**src/hw/rtl/sirq_pkg.sv**
```systemverilog
// Shared types and codes for the soft IRQ pending queue controller.
// No dependencies.
package sirq_pkg;

    // op codes carried on s_tuser
    localparam logic [2:0] OP_ENABLE   = 3'd0;
    localparam logic [2:0] OP_DISABLE  = 3'd1;
    localparam logic [2:0] OP_SET_PEND = 3'd2;
    localparam logic [2:0] OP_LOCK     = 3'd3;
    localparam logic [2:0] OP_UNLOCK   = 3'd4;
    localparam logic [2:0] OP_DISPATCH = 3'd5;

    // pending ring entry: a line number
    localparam int RING_DW = 5;

    // one result, packed as it appears on m_tdata (status in bit 0)
    typedef struct packed {
        logic [15:0]        overflow_total;
        logic [RING_DW-1:0] fired_irq;
        logic               fired;
        logic               was_unlocked;
        logic               status;
    } result_t;

endpackage

```
**src/hw/rtl/sirq_ring.sv**
```systemverilog
// Pending ring storage: one write port, one registered read port.
// Depends on sirq_pkg.
module sirq_ring
    import sirq_pkg::*;
#(
    parameter int DEPTH = 64,
    parameter int AW    = 6
)
(
    input  logic               clk,
    input  logic               wr_en,
    input  logic [AW-1:0]      wr_addr,
    input  logic [RING_DW-1:0] wr_data,
    input  logic               rd_en,
    input  logic [AW-1:0]      rd_addr,
    output logic [RING_DW-1:0] rd_data
);

    logic [RING_DW-1:0] mem [DEPTH];
    logic [RING_DW-1:0] rd_data_reg;

    always_ff @(posedge clk)
    begin
        if (wr_en)
        begin
            mem[wr_addr] <= wr_data;
        end
    end

    // read data holds while no read is issued
    always_ff @(posedge clk)
    begin
        if (rd_en)
        begin
            rd_data_reg <= mem[rd_addr];
        end
    end

    assign rd_data = rd_data_reg;

endmodule

```
**src/hw/rtl/soft_irq_pending_fifo_controller.sv**
```systemverilog
// Software interrupt controller: per-line enables, pending ring, nested lock.
// Depends on sirq_pkg and sirq_ring.
//
// One item at a time. An item is taken in the idle state and executed the
// next cycle; enable, disable, set pending, lock and unknown ops each give
// one result, and the block is ready again once that result is registered.
// A dispatch while unlocked, or the unlock that drops the depth to zero with
// mask set, drains the ring: a ring read state first, then one entry per
// cycle while the output slot is free, and the block takes the next item
// once the last entry is emitted; the pace is set by the ring's single read
// port. The output register lets a finished result wait for m_tready while
// the block goes on; back pressure only stalls the step that emits. The
// ring needs no clearing after reset.
module soft_irq_pending_fifo_controller
    import sirq_pkg::*;
#(
    parameter int NUM_LINES   = 32,
    parameter int QUEUE_DEPTH = 64
)
(
    input  logic        clk,
    input  logic        rst_n,
    input  logic        s_tvalid,
    output logic        s_tready,
    input  logic [15:0] s_tdata,   // irq_index[7:0], prio[10:8], handler_present[11],
                                   // unlock_mask[12], zero[15:13]
    input  logic [2:0]  s_tuser,   // op[2:0]
    output logic        m_tvalid,
    input  logic        m_tready,
    output logic [23:0] m_tdata,   // status[0], was_unlocked[1], fired[2],
                                   // fired_irq[7:3], overflow_total[23:8]
    output logic        m_tlast,
    input  logic        cfg_we,
    input  logic        cfg_addr,
    input  logic [2:0]  cfg_wdata
);

    localparam int LINE_W = (NUM_LINES > 1) ? $clog2(NUM_LINES) : 1;
    localparam int RA_W   = $clog2(QUEUE_DEPTH);
    localparam int CNT_W  = $clog2(QUEUE_DEPTH + 1);

    localparam logic       CFG_PRIO_MIN = 1'b0;
    localparam logic       CFG_PRIO_MAX = 1'b1;

    localparam logic [1:0] ST_IDLE = 2'd0;
    localparam logic [1:0] ST_EXEC = 2'd1;
    localparam logic [1:0] ST_READ = 2'd2;
    localparam logic [1:0] ST_EMIT = 2'd3;

    logic [1:0]           state_reg, state_next;
    logic [2:0]           op_reg, op_next;
    logic [7:0]           idx_reg, idx_next;
    logic [2:0]           prio_reg, prio_next;
    logic                 hnd_reg, hnd_next;
    logic                 mask_reg, mask_next;
    logic [2:0]           prio_min_reg, prio_max_reg;
    logic [NUM_LINES-1:0] line_en_reg, line_en_next;
    logic [RA_W-1:0]      head_reg, head_next;
    logic [CNT_W-1:0]     count_reg, count_next;
    logic [15:0]          ovf_reg, ovf_next;
    logic [15:0]          lock_reg, lock_next;
    logic                 out_valid_reg, out_valid_next;
    logic                 out_last_reg, out_last_next;
    result_t              out_data_reg, out_data_next;

    logic                 ring_we, ring_re;
    logic [RA_W-1:0]      ring_waddr, ring_raddr;
    logic [RING_DW-1:0]   ring_wdata, ring_rdata;

    logic                 slot_free, push, res_last;
    result_t              res;
    logic                 idx_ok, prio_ok, ring_full, line_sel, enable_bad;
    logic [LINE_W-1:0]    lidx;
    logic [CNT_W:0]       tail_sum;
    logic [RA_W-1:0]      tail, head_inc;
    logic [15:0]          ovf_inc;

    sirq_ring #(
        .DEPTH (QUEUE_DEPTH),
        .AW    (RA_W)
    ) u_ring (
        .clk     (clk),
        .wr_en   (ring_we),
        .wr_addr (ring_waddr),
        .wr_data (ring_wdata),
        .rd_en   (ring_re),
        .rd_addr (ring_raddr),
        .rd_data (ring_rdata)
    );

    assign slot_free  = !out_valid_reg || m_tready;
    assign idx_ok     = {1'b0, idx_reg} < 9'(NUM_LINES);
    assign lidx       = idx_reg[LINE_W-1:0];
    assign line_sel   = line_en_reg[lidx];
    assign prio_ok    = (prio_reg >= prio_min_reg) && (prio_reg <= prio_max_reg);
    assign enable_bad = !idx_ok || !hnd_reg || !prio_ok;
    assign ring_full  = count_reg == CNT_W'(QUEUE_DEPTH);
    assign tail_sum   = (CNT_W+1)'(head_reg) + (CNT_W+1)'(count_reg);
    assign tail       = (tail_sum >= (CNT_W+1)'(QUEUE_DEPTH))
                        ? RA_W'(tail_sum - (CNT_W+1)'(QUEUE_DEPTH))
                        : RA_W'(tail_sum);
    assign head_inc   = (head_reg == RA_W'(QUEUE_DEPTH - 1)) ? '0 : head_reg + 1'b1;
    assign ovf_inc    = (ovf_reg == 16'hFFFF) ? ovf_reg : ovf_reg + 16'd1;

    assign s_tready = state_reg == ST_IDLE;
    assign m_tvalid = out_valid_reg;
    assign m_tdata  = out_data_reg;
    assign m_tlast  = out_last_reg;

    always_comb
    begin
        state_next     = state_reg;
        op_next        = op_reg;
        idx_next       = idx_reg;
        prio_next      = prio_reg;
        hnd_next       = hnd_reg;
        mask_next      = mask_reg;
        line_en_next   = line_en_reg;
        head_next      = head_reg;
        count_next     = count_reg;
        ovf_next       = ovf_reg;
        lock_next      = lock_reg;
        ring_we        = 1'b0;
        ring_waddr     = tail;
        ring_wdata     = idx_reg[RING_DW-1:0];
        ring_re        = 1'b0;
        ring_raddr     = head_reg;
        push           = 1'b0;
        res_last       = 1'b1;
        res            = '0;
        res.overflow_total = ovf_reg;

        unique case (state_reg)
            ST_IDLE:
            begin
                if (s_tvalid)
                begin
                    op_next    = s_tuser;
                    idx_next   = s_tdata[7:0];
                    prio_next  = s_tdata[10:8];
                    hnd_next   = s_tdata[11];
                    mask_next  = s_tdata[12];
                    state_next = ST_EXEC;
                end
            end

            ST_EXEC:
            begin
                unique case (op_reg)
                    OP_ENABLE:
                    begin
                        res.status = enable_bad;
                        if (slot_free)
                        begin
                            push       = 1'b1;
                            state_next = ST_IDLE;
                            if (!enable_bad)
                            begin
                                line_en_next[lidx] = 1'b1;
                            end
                        end
                    end
                    OP_DISABLE:
                    begin
                        res.status = !idx_ok;
                        if (slot_free)
                        begin
                            push       = 1'b1;
                            state_next = ST_IDLE;
                            if (idx_ok)
                            begin
                                line_en_next[lidx] = 1'b0;
                            end
                        end
                    end
                    OP_SET_PEND:
                    begin
                        res.status = !idx_ok;
                        if (idx_ok && line_sel && ring_full)
                        begin
                            // full: overwrite the oldest slot and move head past it
                            res.overflow_total = ovf_inc;
                        end
                        if (slot_free)
                        begin
                            push       = 1'b1;
                            state_next = ST_IDLE;
                            if (idx_ok && line_sel)
                            begin
                                ring_we = 1'b1;
                                if (ring_full)
                                begin
                                    ring_waddr = head_reg;
                                    head_next  = head_inc;
                                    ovf_next   = ovf_inc;
                                end
                                else
                                begin
                                    count_next = count_reg + 1'b1;
                                end
                            end
                        end
                    end
                    OP_LOCK:
                    begin
                        res.was_unlocked = lock_reg == 16'd0;
                        if (slot_free)
                        begin
                            push       = 1'b1;
                            state_next = ST_IDLE;
                            if (lock_reg != 16'hFFFF)
                            begin
                                lock_next = lock_reg + 16'd1;
                            end
                        end
                    end
                    OP_UNLOCK:
                    begin
                        state_next = ST_IDLE;
                        if (lock_reg != 16'd0)
                        begin
                            lock_next = lock_reg - 16'd1;
                            if (lock_reg == 16'd1 && mask_reg && count_reg != '0)
                            begin
                                state_next = ST_READ;
                            end
                        end
                    end
                    OP_DISPATCH:
                    begin
                        state_next = ST_IDLE;
                        if (lock_reg == 16'd0 && count_reg != '0)
                        begin
                            state_next = ST_READ;
                        end
                    end
                    default:
                    begin
                        res.status = 1'b1;
                        if (slot_free)
                        begin
                            push       = 1'b1;
                            state_next = ST_IDLE;
                        end
                    end
                endcase
            end

            ST_READ:
            begin
                ring_re    = 1'b1;
                state_next = ST_EMIT;
            end

            ST_EMIT:
            begin
                res.fired     = line_en_reg[ring_rdata[LINE_W-1:0]];
                res.fired_irq = ring_rdata;
                res_last      = count_reg == CNT_W'(1);
                if (slot_free)
                begin
                    push       = 1'b1;
                    head_next  = head_inc;
                    count_next = count_reg - 1'b1;
                    if (res_last)
                    begin
                        state_next = ST_IDLE;
                    end
                    else
                    begin
                        // fetch the next entry while this one goes out
                        ring_re    = 1'b1;
                        ring_raddr = head_inc;
                    end
                end
            end

            default:
            begin
                state_next = ST_IDLE;
            end
        endcase
    end

    always_comb
    begin
        out_valid_next = out_valid_reg;
        out_last_next  = out_last_reg;
        out_data_next  = out_data_reg;
        if (push)
        begin
            out_valid_next = 1'b1;
            out_last_next  = res_last;
            out_data_next  = res;
        end
        else if (m_tready)
        begin
            out_valid_next = 1'b0;
        end
    end

    always_ff @(posedge clk or negedge rst_n)
    begin
        if (!rst_n)
        begin
            state_reg     <= ST_IDLE;
            op_reg        <= '0;
            idx_reg       <= '0;
            prio_reg      <= '0;
            hnd_reg       <= 1'b0;
            mask_reg      <= 1'b0;
            prio_min_reg  <= 3'd0;
            prio_max_reg  <= 3'd3;
            line_en_reg   <= '0;
            head_reg      <= '0;
            count_reg     <= '0;
            ovf_reg       <= '0;
            lock_reg      <= '0;
            out_valid_reg <= 1'b0;
            out_last_reg  <= 1'b0;
            out_data_reg  <= '0;
        end
        else
        begin
            state_reg     <= state_next;
            op_reg        <= op_next;
            idx_reg       <= idx_next;
            prio_reg      <= prio_next;
            hnd_reg       <= hnd_next;
            mask_reg      <= mask_next;
            line_en_reg   <= line_en_next;
            head_reg      <= head_next;
            count_reg     <= count_next;
            ovf_reg       <= ovf_next;
            lock_reg      <= lock_next;
            out_valid_reg <= out_valid_next;
            out_last_reg  <= out_last_next;
            out_data_reg  <= out_data_next;
            if (cfg_we)
            begin
                unique case (cfg_addr)
                    CFG_PRIO_MIN: prio_min_reg <= cfg_wdata;
                    CFG_PRIO_MAX: prio_max_reg <= cfg_wdata;
                    default:      prio_min_reg <= prio_min_reg;
                endcase
            end
        end
    end

endmodule

```
**config.mk**
```make
export PLATFORM = sky130hd
export DESIGN_NAME = soft_irq_pending_fifo_controller
export DESIGN_NICKNAME = d
export VERILOG_FILES = /design/src/hw/rtl/sirq_pkg.sv /design/src/hw/rtl/sirq_ring.sv /design/src/hw/rtl/soft_irq_pending_fifo_controller.sv
export SDC_FILE = /design/constraint.sdc
export NUM_CORES = 1
export LEC_CHECK = 0
export BUFFER_PORTS_ARGS = -buffer_cell sky130_fd_sc_hd__clkbuf_2
export CAP_MARGIN = 0
export CORE_ASPECT_RATIO = 0.5
export CORE_UTILIZATION = 26
export CTS_CLUSTER_DIAMETER = 60
export DETAILED_ROUTE_END_ITERATION = 8
export GPL_TIMING_DRIVEN = 0
export SLEW_MARGIN = 20
export SYNTH_ARGS = -nofsm -noshare
export SYNTH_HDL_FRONTEND = slang
export SYNTH_SLANG_ARGS = --single-unit
```
**constraint.sdc**
```tcl
create_clock -name clk -period 11.5 [get_ports clk]
set_input_delay 0.575 -clock clk [delete_from_list [all_inputs] [get_ports clk]]
set_output_delay 0.575 -clock clk [all_outputs]
set_load 0.02 [all_outputs]
```
## Word-level counts from Yosys, hierarchy flattened

Memory sizes are Yosys's and may differ from the RTL's. A register that Yosys moved wholly into a read port is not among the register bits.
Index checks and enable logic that the tools add are counted.
W data, S select, Z words.

- Register bits after elaboration: 127
- RAM bits: 320
- Input bits: 28
- Memories kept: 1

Memories:

| name | words | bits a word | rd ports | clocked after Yosys merged registers in | wr ports | RTL line | text |
|---|---|---|---|---|---|---|---|
| u_ring.mem | 64 | 5 | 1 | 1 | 1 | sirq_ring.sv:19 | `logic [RING_DW-1:0] mem [DEPTH];` |

- Add/sub/neg operators: 8
- Order comparisons: 7
- Equal/unequal tests: 30
- Muxes and demuxes: 69
- Bitwise gates (word level): 4
- Reductions and logical operators: 35

Operator list:

| cell | number |
|---|---|
| $mux W32 | 4 |
| $mux W16 | 7 |
| $mux W6 | 16 |
| $pmux W32 S2 | 1 |
| $mux W7 | 5 |
| $add A16 B1 Y16 const B | 2 |
| $and A32 B32 Y32 | 1 |
| $not A32 Y32 | 1 |
| $or A32 B32 Y32 | 1 |
| $pmux W16 S2 | 1 |
| $ne A2 B2 Y1 const B | 14 |
| $reduce_and A6 Y1 | 3 |
| $mux W1 | 17 |
| $eq A16 B1 Y1 const B | 1 |
| $eq A16 B16 Y1 const B | 1 |
| $logic_not A16 Y1 | 1 |
| $mux W2 | 8 |
| $ne A16 B16 Y1 const B | 1 |
| $reduce_bool A16 Y1 | 1 |
| $sub A16 B1 Y16 const B | 1 |
| $pmux W7 S2 | 1 |
| $lt A5 B6 Y1 const B | 2 |
| $pmux W6 S2 | 1 |
| $bmux W1 S5 | 2 |
| other kinds (38) | 60 |

## Logic depth before layout (Yosys ltp)

Gate-level depths: netlist of run 1.

- Word-level depth: 9
- Mapped depth: 14

## Cells and area by module

A second synthesis of run 1 with hierarchy kept.

- Cell total of the unflattened synthesis: 1402
- Area total of the unflattened synthesis: 20517.2 um^2

By module, submodules not included:

| module | instances | cells an instance | area an instance (um^2) |
|---|---|---|---|
| sirq_ring | 1 | 642 | 12936.2 |
| soft_irq_pending_fifo_controller | 1 | 760 | 7581.0 |

## Least setup slack after synthesis of run 1

OpenSTA, ideal clock, no wires.

- Kind: flip-flop to flip-flop
- From: reg idx_reg[0]
- To: mem u_ring.mem[10][0], enable pin
- Library setup time: 340 ps
- Arrival time: 3609 ps
- Required time: 11160 ps
- Setup slack: 7551 ps
- Cell stages (with the launch flop): 10
- Path buffers: 1
- Period minus slack after synthesis: 3949 ps
- Cell sequence: dfrtp_1 buf_4 mux4_2 a22oi_1 and4_1 nor4_4 or3b_2 o21ai_0 nand3_1 nor2_1

- Longest elaborated chain between the ends: 9
- Elaborated cells between the ends (all ways): 14
- Those cells by class: order compare (1); mux (12); reduce/logical (1)

Ends and longest elaborated chain:

| element | RTL line | text |
|---|---|---|
| start: declaration | soft_irq_pending_fifo_controller.sv:52 | `logic [7:0] idx_reg, idx_next;` |
| start signal: assignment | soft_irq_pending_fifo_controller.sv:327 | `idx_reg <= idx_next;` |
| $bmux W1 S5 | soft_irq_pending_fifo_controller.sv:94 | `assign line_sel = line_en_reg[lidx];` |
| $mux W1 (not written as such) | soft_irq_pending_fifo_controller.sv:94 |  |
| $logic_and A1 B1 Y1 * | soft_irq_pending_fifo_controller.sv:188 | `if (idx_ok && line_sel)` |
| $mux W1 | soft_irq_pending_fifo_controller.sv:188 |  |
| $mux W1 | soft_irq_pending_fifo_controller.sv:184 | `if (slot_free)` |
| $mux W1 | soft_irq_pending_fifo_controller.sv:149 | `unique case (op_reg)` |
| $mux W1 | soft_irq_pending_fifo_controller.sv:133 | `unique case (state_reg)` |
| $mux W1 | sirq_ring.sv:24 | `if (wr_en)` |
| $mux W1 (not written as such) | sirq_ring.sv:26 | `mem[wr_addr] <= wr_data;` |
| end: declaration | sirq_ring.sv:19 |  |

Mark *: on every way between the ends. The rest lies on a longest branch, timed or not. The select of a mux whose other input is x is not followed.

## Worst setup path in the final report of run 1

- From: reg count_reg[1]
- To: reg u_ring.rd_data_reg[4] (netlist: u_ring.rd_data[4]) (read register of u_ring.mem) (data pin)

- Longest elaborated chain between the ends: 4
- Elaborated cells between the ends (all ways): 7
- Those cells by class: eq/ne (1); mux (6)

Ends and longest elaborated chain:

| element | RTL line | text |
|---|---|---|
| start: declaration | soft_irq_pending_fifo_controller.sv:59 | `logic [CNT_W-1:0] count_reg, count_next;` |
| start signal: assignment | soft_irq_pending_fifo_controller.sv:333 | `count_reg <= count_next;` |
| $eq A7 B1 Y1 * | soft_irq_pending_fifo_controller.sv:259 | `res_last = count_reg == CNT_W'(1);` |
| $mux W1 or $mux W6 (tied branches) | soft_irq_pending_fifo_controller.sv:265 | `if (res_last)` |
| $mux W1 or $mux W6 (tied branches) | soft_irq_pending_fifo_controller.sv:260 | `if (slot_free)` |
| $pmux W1 S2 or $mux W6 (tied branches) | soft_irq_pending_fifo_controller.sv:133 |  |
| end: declaration | sirq_ring.sv:20 | `logic [RING_DW-1:0] rd_data_reg;` |

Mark *: on every way between the ends. The rest lies on a longest branch, timed or not.
A chain may end at the register's enable or synchronous reset.

==> out/metrics.yaml, run 1 <==
drc: 0
p_clk_share_pct: 23.7
largest_register_ffs: 320
cellLeakagePower_uw: 0.00863
hold_start: "s_tdata[8]"
powerDensity_nw_per_um2: 265
rsz0062_at_grt: "no"
final_cell_mix: "edfxtp_1, nand2_1, nor2_1"
timing.rr.start: "count_reg[1]"
clk-insertion-delay-late_ps: 580
antennaDiodeCount: 0
async_flop_share_pct: 28.1
status: "finished, final reports clean"
pre_cts_ws_ps: 6810
initial_core_util_pct: 26.5
yosys_most_used_dff: "edfxtp_1"
io_buffers: 51
routed_wl_mm: 53.1
tightestPinTransition_ps: 1010
path_clk_slew_ps: 60
dpl.hpwl_mm: 36.4
grt_pass1_wl_mm: 81.9
switching_share_pct: 40.3
nets: 1805
synth.ff_latch_count: 452
timing_worst_setup_path_type: "register to register"
cp.required_ps: 11730
cts_tree: "yes"
p_int_uw: 3760
crit_start: "count_reg[1]"
overflow: 0
fin_crit_sh_pct: 42.6
synth_area_um2: 20600
finalSetupTns_ps: 0
setup_viol: 0
fillers: 7883
netSwitchingPower_uw: 2540
via_per_inst: 4.79
rows: 72
finalCriticalPeriod_ps: 4900
core_area_um2: 77800
grt_max_degree: 88
ioPinCount: 55
fp.dieW_um: 400
ys_seq_area_share_pct: 62.8
clock_sinks: 452
synth_warnings: 0
drive_gt1_share_pct: 14.7
crit_path_start_kind: "register"
maxCapViolCount: 0
slew_violations: 0
syn_nets: 1698
hold_path.class: "input pin to register"
cts_buffers: 48
syn_to_final_growth_pct: 15.6
grt_antenna_before_repair: 1
first_pass_iters: 5
cts_buffer_depth: 3
ant_nets: 0
crit_path_end_kind: "register"
cts_root_buf: "clkbuf_16"
max_freq_mhz: 204
synth.distinct_cells: 73
slew_headroom_pct: 32.3
ir_drop_mv: 0.116
vias: 13500
post_cts_resized: 0
dieArea_um2: 80400
post_drt_wl_per_cell_um: 18.8
seq_power_share_pct: 36.2
hold_viol_final: 0
top_register: "u_ring.mem"
track_usage_pct: 13.2
drt_iter0_markers: 1175
syn_avg_cell_area_um2: 12.5
synth-edff-count: 325
cp_max_fo: 10
p_comb_share_pct: 40.1
netlist_instances: 1649
htree_levels: 2
die_h_um: 201
fin_ws_ps: 6600
grt_pass1_vias: 13400
fin_skew_ps: 17.2
gp_congestion: 0.859
final_common_cell: "edfxtp_1"
arrival_ps: 5140
-- per-layer routing --
metal | global-route usage [%] | vias to the layer above | wire [um]
met5 | 0 | - | 0
met4 | 4.33 | 0 | 1430
met3 | 2.19 | 78 | 3140
met2 | 20.9 | 388 | 24600
met1 | 18.3 | 6743 | 23900
li1 | - | 6311 | -
-- critical path: stages, from the launching register on --
cell	delay, ps
dfrtp_1	470
inv_1	140
ha_1	210
nor2b_1	160
a211oi_4	600
mux2i_2	780
clkbuf_1	440
nor2_1	90
a2111oi_0	650
a2111oi_0	140
nor4_1	860
-- power by group through the flow --
stage	clock network (uW)	logic [uW]	registers [uW]
finish	1490	2530	2280
global route	1580	2740	2310
CTS	1520	2520	2280
detailed placement	0	2500	2310
global placement	0	2330	2420
floorplan	0	1600	2270
-- metrics by stage --
step | hold WS [ps] | instance area, um^2 | cells | utilization (%) | total power (uW)
2_1_floorplan | 279 | 20600 | 1649 | - | 3880
3_3_place_gp | 468 | 22100 | 2736 | 28.5 | 4750
3_5_place_dp | 474 | 22300 | 2741 | 28.7 | 4810
4_1_cts | 185 | 23800 | 2823 | 30.6 | 6310
5_1_grt | 219 | 23800 | 2823 | 30.6 | 6620
6_report | 218 | 23800 | 2823 | 30.6 | 6300
-- cell type report --
type	count	area [um^2]	share of cell area (%)
Buffer	90	453	1.90
Sequential cell	452	13000	54.4
Clock inverter	18	178	0.746
Inverter	21	78.8	0.331
Tap cell	1036	1300	5.45
Clock buffer	63	1300	5.46
Timing Repair Buffer	57	388	1.63
Multi-Input combinational cell	1086	7150	30.1
-- cells by family after synthesis --
kind of cell    synth area share [%]
compound gates                  6.91
simple gates                    14.7
buf+inv                         2.58
xor+xnor                        2.17
fa+ha+maj                       1.31
mux                             9.54
flops                           62.8
-- final timing paths --
| path | end | slack [ps] | cells past startpoint |
|---|---|---|---|
| worst max-delay path | u_ring.rd_data[4] | 6600 | 10 |
| worst min-delay path | prio_reg[0] | 220 | 3 |
| worst max register to register | u_ring.rd_data[4] | 6600 | 10 |
| worst min register to register | m_tdata[20] | 480 | 2 |
| max in group asynchronous | idx_reg[2] | 10190 | 3 |
| min in group asynchronous | prio_reg[0] | 500 | 2 |
-- repair_timing --
item,CTS,global route
buffers inserted,0,0
hold buffers,1,0
hold endpoints to repair,38,0
-- synth_stat cells, drive strengths merged, types with 13 or more instances --
| master | count | area (um^2) |
|---|---|---|
| and3 | 22 | 138 |
| nand3 | 85 | 425 |
| o21ai | 53 | 265 |
| mux4 | 28 | 646 |
| inv | 21 | 78.8 |
| a21oi | 28 | 140 |
| ha | 20 | 250 |
| mux2 | 55 | 619 |
| nor3 | 31 | 160 |
| dfrtp | 125 | 3130 |
| a31oi | 30 | 188 |
| a211oi | 17 | 153 |
| clkbuf | 54 | 203 |
| xor2 | 28 | 245 |
| edfxtp | 325 | 9760 |
| mux2i | 70 | 701 |
| xnor2 | 23 | 201 |
| nand2 | 261 | 980 |
| buf | 36 | 250 |
| and2 | 17 | 106 |
| nand2b | 13 | 81.3 |
| nor2 | 151 | 567 |
| nor4 | 13 | 118 |
Power figures use the tool's default switching activity.
==> inputs of run 2 (changes only) <==
- ABC_AREA: default -> 1
- clock period: 11.5 -> 4.99 ns (I/O delays scaled with it)
==> run 2 against run 1 <==
Effect of this change:
- via count is 26% higher
- worst setup slack worse by 6100 ps
- critical path depth is 1 higher
- total power is 65% higher
- non-clock buffer count is 34 higher
- design area is 7.5% higher
- critical endpoint is now u_ring.mem[46][3]
- largest power group is now sequential cells
==> out/metrics.yaml, run 2 <==
status: "finished, final reports clean"
cts_buffer_depth: 3  # unchanged
ir_drop_mv: 0.259  # +120%
path_clk_slew_ps: 60  # about the same
numPlacedInstances: 3573  # +30%
netlist.top_cell.by_area: "edfxtp_1"
switching_share_pct: 31.1  # -9.1 points
gp_congestion: 0.862  # +0.33%
cp_slowest_stage_delay_ps: 760  # -100 ps
clk-insertion-delay-late_ps: 620  # +40 ps
syn_to_final_growth_pct: 16.4
syn_nets: 2463  # +45%
utilization_pct: 31.0  # +0.37 points
setup_viol: 0  # unchanged
cts_tree: "yes"
ys_seq_area_share_pct: 58.9  # -4.0 points
top_register: "u_ring.mem"
ctsHoldBuffers: 23  # +22
rows: 74  # +2.8%
io_buffers: 51  # unchanged
overflow: 0  # unchanged
post_cts.repair.setup_buffers: 0  # unchanged
powerDensity_nw_per_um2: 407  # +54%
routed_wl_mm: 62.0  # +17%
max_freq_mhz: 222  # +8.7%
vias: 17100  # +26%
slew_violations: 0  # unchanged
syn_avg_cell_area_um2: 9.11  # -27%
synth_top_family_by_area: "simple AND/OR/NAND/NOR gates"
synth_warnings: 0  # unchanged
crit_path_start_kind: "register"
die_h_um: 208  # +3.3%
cp_num_buf_inv: 2  # unchanged
p_comb_share_pct: 17.5  # -23 points
cp_max_fo: 53  # +43
netlist_instances: 2414  # +46%
arrival_ps: 4740  # -400 ps
cellLeakagePower_uw: 0.0107  # +24%
fin_skew_ps: 35.0  # +17.8 ps
dpl.hpwl_mm: 43.4  # +19%
synth_top_cells_by_area: "edfxtp_1, dfrtp_1, nand2_1"
fin_crit_sh_pct: 90.4  # +48 points
maxCapViolCount: 0  # unchanged
timing_worst_setup_path_type: "register to register"
p_clk_share_pct: 34.5  # +11 points
synth_common_cells: "nand2_1, inv_1, nand3_1"
grt_max_degree: 68  # -23%
cts_root_buf: "clkbuf_16"
core_area_um2: 82700  # +6.2%
drc: 0  # unchanged
rsz0062_at_grt: "no"
synth_top_cell_area_share_pct: 44.4  # -3.0 points
fin_ws_ps: 481  # -6120 ps
dieArea_um2: 85800  # +6.7%
grt_pass1_vias: 16400  # +22%
post_cts_resized: 0  # unchanged
grt_pass1_wl_mm: 95.4  # +17%
crit_chain: "buf_16 -> inv_2 -> nor3_1 -> nand2_1 -> nand2_1 -> nor2_2 -> nand2_2 -> nand4_1 -> o21ai_2 -> nand4_1 -> nor2_1"
nets: 2594  # +44%
fp.dieW_um: 413  # +3.3%
clock_sinks: 452  # unchanged
hold_path.class: "input pin to register"
final_cells: 3687  # +31%
initial_core_util_pct: 26.6  # +0.13 points
seq_power_share_pct: 48.0  # +12 points
synthMuxAreaShare_pct: 0.404  # -9.1 points
drive_gt1_share_pct: 8.51  # -6.2 points
pre_cts_ws_ps: 547  # -6270 ps
final_cell_mix: "nand2_1, inv_1, nand3_1"
hold_slack_ps: 45.5  # -173 ps
synth_adder_area_share_pct: 1.23  # -0.083 points
finalCriticalPeriod_ps: 4510  # -393 ps
synth-edff-count: 325  # unchanged
synth-simple-area-share_pct: 24.5  # +9.8 points
ant_nets: 0  # unchanged
netSwitchingPower_uw: 3240  # +28%
htree_levels: 2  # unchanged
p_int_uw: 7170  # +90%
synth_most_common_cell: "nand2_1"
finalSetupTns_ps: 0  # unchanged
synth_xor_area_share_pct: 1.47  # -0.69 points
grt_antenna_before_repair: 0  # -1
largest_register_ffs: 320  # unchanged
drt_iter0_markers: 1453  # +24%
cts_buffers: 49  # +2.1%
ioPinCount: 55  # unchanged
synth_area_um2: 22000  # +6.7%
cp_slowest_cell: "nand4_1"
hold_viol_final: 0  # unchanged
synth.distinct_cells: 49  # -33%
track_usage_pct: 14.4  # +1.2 points
via_per_inst: 4.63  # -3.3%
crit_family: "simple AND/OR/NAND/NOR gates"
final_common_cell: "nand2_1"
post_drt_wl_per_cell_um: 16.8  # -11%
tightestPinTransition_ps: 1200  # +198 ps
synth.ff_latch_count: 452  # unchanged
first_pass_iters: 5  # unchanged
synth_compound_gate_area_share_pct: 5.23  # -1.7 points
crit_path_end_kind: "register"
slew_headroom_pct: 18.9  # -13 points
cp.required_ps: 5220  # -6510 ps
yosys_most_used_dff: "edfxtp_1"
async_flop_share_pct: 28.1  # unchanged
antennaDiodeCount: 0  # unchanged
==> run 2: logic make-up (layout without fill, tap and decap cells) <==
group,Yosys count,in the layout
simple gates,1220,1220
compound gates,207,207
flops,452,452
buf+inv,469,640
xor+xnor,37,37
mux,8,8
fa+ha+maj,21,21
==> run 2: final cells by class <==
cell class	instances	area [um^2]
Buffer	101	445
Tap cell	1102	1380
Sequential cell	452	13000
Clock buffer	62	1310
Inverter	368	1390
Timing Repair Buffer	80	637
Multi-Input combinational cell	1493	7210
Clock inverter	29	268
Fill cell	8485	57100
==> run 2: worst register-to-register path: cells and delay by family (launching register included) <==
family | cells | cell delay, ps
flip-flops | 1 | 590
AND/OR/NAND/NOR | 8 | 2660
buffers and inverters | 2 | 430
AO/OA/AOI/OAI | 1 | 470
==> run 2: power groups by stage <==
stage / Clock, uW / Sequential, uW / Combinational [uW]
2_1_floorplan: 0 / 5070 / 936
3_3_place_gp: 0 / 5420 / 1370
3_5_place_dp: 0 / 5080 / 1800
4_1_cts: 3660 / 5010 / 1820
5_1_grt: 3800 / 5050 / 2010
6_report: 3590 / 5000 / 1820
==> run 2: metrics by stage <==
stage,instance area [um^2],power [uW]
2_1_floorplan,22000,6000
3_3_place_gp,23600,6790
3_5_place_dp,23800,6880
4_1_cts,25600,10500
5_1_grt,25600,10900
6_report,25600,10400
==> run 2: path summary, 6_finish.rpt <==
kind                        startpoint  slack, ps  depth (start not counted)           endpoint
max                         idx_reg[4]        480                         11  u_ring.mem[46][3]
min                           cfg_addr         50                          3    prio_max_reg[2]
max reg2reg                 idx_reg[4]        480                         11  u_ring.mem[46][3]
min reg2reg                m_tdata[14]        480                          2        m_tdata[14]
max in group asynchronous        rst_n       4040                          3         idx_reg[4]
min in group asynchronous        rst_n        220                          2        lock_reg[7]
==> run 2: per-layer routing <==
metal	vias up	share of wire, %	track usage (%)
met3	106	7.7	2.89
met5	-	0	0
met1	8140	44	19.6
met4	0	2.5	4.31
met2	601	46	22.8
li1	8228	-	-
==> inputs of run 3 (changes only) <==
- CORE_UTILIZATION: 26 -> 63
- PLACE_DENSITY: default -> 0.8
==> run 3 against run 2 <==
Effect of this change:
- maximum frequency rose by 9.1%
- clock power fell by 16%
- die area fell by 58%
- first-iteration DRC count rose by 40%
- critical path depth rose by 1
- clock-buffer cell count fell by 14
- clock skew fell by 13 ps
- utilization rose by 42 points
- total power fell by 5.7%
- final cell count fell by 18%
- critical endpoint is now u_ring.mem[22][1]
==> out/metrics.yaml, run 3 (same netlist as run 2, synthesis figures left out) <==
clk-insertion-delay-late_ps: 550  # -70 ps
post_cts_resized: 0  # unchanged
syn_to_final_growth_pct: 11.1
drive_gt1_share_pct: 7.74  # -0.77 points
maxCapViolCount: 0  # unchanged
vias: 17600  # +2.9%
crit_path_start_kind: "register"
powerDensity_nw_per_um2: 402  # -1.2%
ant_nets: 0  # unchanged
rows: 47  # -36%
crit_chain: "buf_4 -> nor2_2 -> nand2_1 -> nand3_1 -> nand2_1 -> nand2_1 -> nor2_2 -> nand2_2 -> nand4_1 -> o21ai_2 -> nand4_1 -> nor2_1"
utilization_pct: 72.5  # +42 points
grt_pass1_wl_mm: 90.0  # -5.7%
cts_buffers: 39  # -20%
cp_slowest_stage_delay_ps: 780  # +20 ps
status: "finished, final reports clean"
cts_buffer_depth: 3  # unchanged
cellLeakagePower_uw: 0.0105  # -1.7%
rsz0062_at_grt: "no"
dpl.hpwl_mm: 38.7  # -11%
fillers: 2438  # -71%
cts_tree: "yes"
max_freq_mhz: 242  # +9.1%
ctsHoldBuffers: 20  # -13%
final_cells: 3024  # -18%
dieArea_um2: 35700  # -58%
routed_wl_mm: 57.5  # -7.4%
finalCriticalPeriod_ps: 4130  # -375 ps
track_usage_pct: 33.1  # +19 points
drt_iter0_markers: 2033  # +40%
overflow: 0  # unchanged
setup_viol: 0  # unchanged
via_per_inst: 5.81  # +25%
finalSetupTns_ps: 0  # unchanged
cp_slowest_cell: "nand4_1"
hold_path.class: "input pin to register"
first_pass_iters: 6  # +1
post_cts.repair.setup_buffers: 0  # unchanged
cp_max_fo: 10  # -81%
place_area_um2: 23000  # -3.3%
final_area_um2: 24400  # -4.6%
path_clk_slew_ps: 70  # about the same
grt_pass1_vias: 16600  # +1.5%
top_register: "u_ring.mem"
pre_cts_ws_ps: 979  # +432 ps
io_buffers: 51  # unchanged
timing_worst_setup_path_type: "register to register"
grt_antenna_before_repair: 0  # unchanged
final_common_cell: "nand2_1"
core_area_um2: 33700  # -59%
die_h_um: 134  # -35%
arrival_ps: 4320  # -420 ps
slew_violations: 0  # unchanged
drc: 0  # unchanged
fin_ws_ps: 856  # +375 ps
cts_root_buf: "clkbuf_16"
hold_viol_final: 0  # unchanged
crit_path_end_kind: "register"
numPlacedInstances: 2936  # -18%
clock_sinks: 452  # unchanged
grt_max_degree: 82  # +21%
ioPinCount: 55  # unchanged
initial_core_util_pct: 65.2  # +39 points
nets: 2581  # -0.50%
tightestPinTransition_ps: 1250  # +49.4 ps
htree_levels: 2  # unchanged
fin_crit_sh_pct: 82.8  # -7.5 points
antennaDiodeCount: 0  # unchanged
gp_congestion: 0.947  # +9.9%
fp.dieW_um: 266  # -36%
largest_register_ffs: 320  # unchanged
slew_headroom_pct: 15.5  # -3.3 points
final_cell_mix: "nand2_1, inv_1, nand3_1"
cp_common_cell: "nand2_1"
cp.required_ps: 5180  # -40 ps
ir_drop_mv: 0.342  # +32%
post_drt_wl_per_cell_um: 19.0  # +13%
fin_skew_ps: 22.3  # -12.7 ps
[run 3: changes by cell type in the layout (fill, tap and decap cells not counted), sizes merged]
cell / delta
clkinv: -8
clkinvlp: -1
inv: -1
dlygate4sd3: -3
bufinv: +1
clkbuf: -14
[run 3: worst max-delay path: cells and delay by family (launching register included)]
family,cells,cell delay (ps)
flip-flops,1,510
AND/OR/NAND/NOR,10,2620
buffers and inverters,1,190
AO/OA/AOI/OAI,1,440
[run 3: layer usage]
metal	vias to the layer above	share of wire [%]	GRT usage (%)
met1	8308	40	46.2
met3	117	11	5.62
li1	8200	-	-
met5	-	0	0
met2	941	47	54.0
met4	0	2.6	9.42
[run 3: worst paths after layout]
path | from | endpoint | slack, ps | cells after the start
worst max-delay path | idx_reg[0] | u_ring.mem[22][1] | 860 | 12
worst min-delay path | cfg_we | prio_max_reg[0] | 60 | 3
worst max register to register | idx_reg[0] | u_ring.mem[22][1] | 860 | 12
worst min register to register | m_tdata[18] | m_tdata[18] | 490 | 2
max in group asynchronous | rst_n | idx_reg[2] | 4030 | 3
min in group asynchronous | rst_n | lock_reg[8] | 210 | 2
[run 3: area by class of cell]
cell class / instances / area, um^2 / area share (%)
buffer: 101 / 445 / 1.82
clock buffer: 48 / 1010 / 4.13
clock inverter: 20 / 203 / 0.830
inverter: 368 / 1390 / 5.68
multi-input combinational: 1493 / 7210 / 29.5
sequential: 452 / 13000 / 53.1
tap: 465 / 582 / 2.38
timing repair buffer: 77 / 629 / 2.58
[run 3: power breakdown]
part / internal [uW] / switching, uW
clock: 1650 / 1370
combinational: 519 / 1400
sequential: 4640 / 244
[run 3: metrics by stage]
step | hold WS, ps | total power [uW]
finish | 60.1 | 9820
global placement | 464 | 6670
floorplan | -46.1 | 6000
CTS | 45.0 | 9770
detailed placement | 220 | 6810
global route | 83.1 | 10200
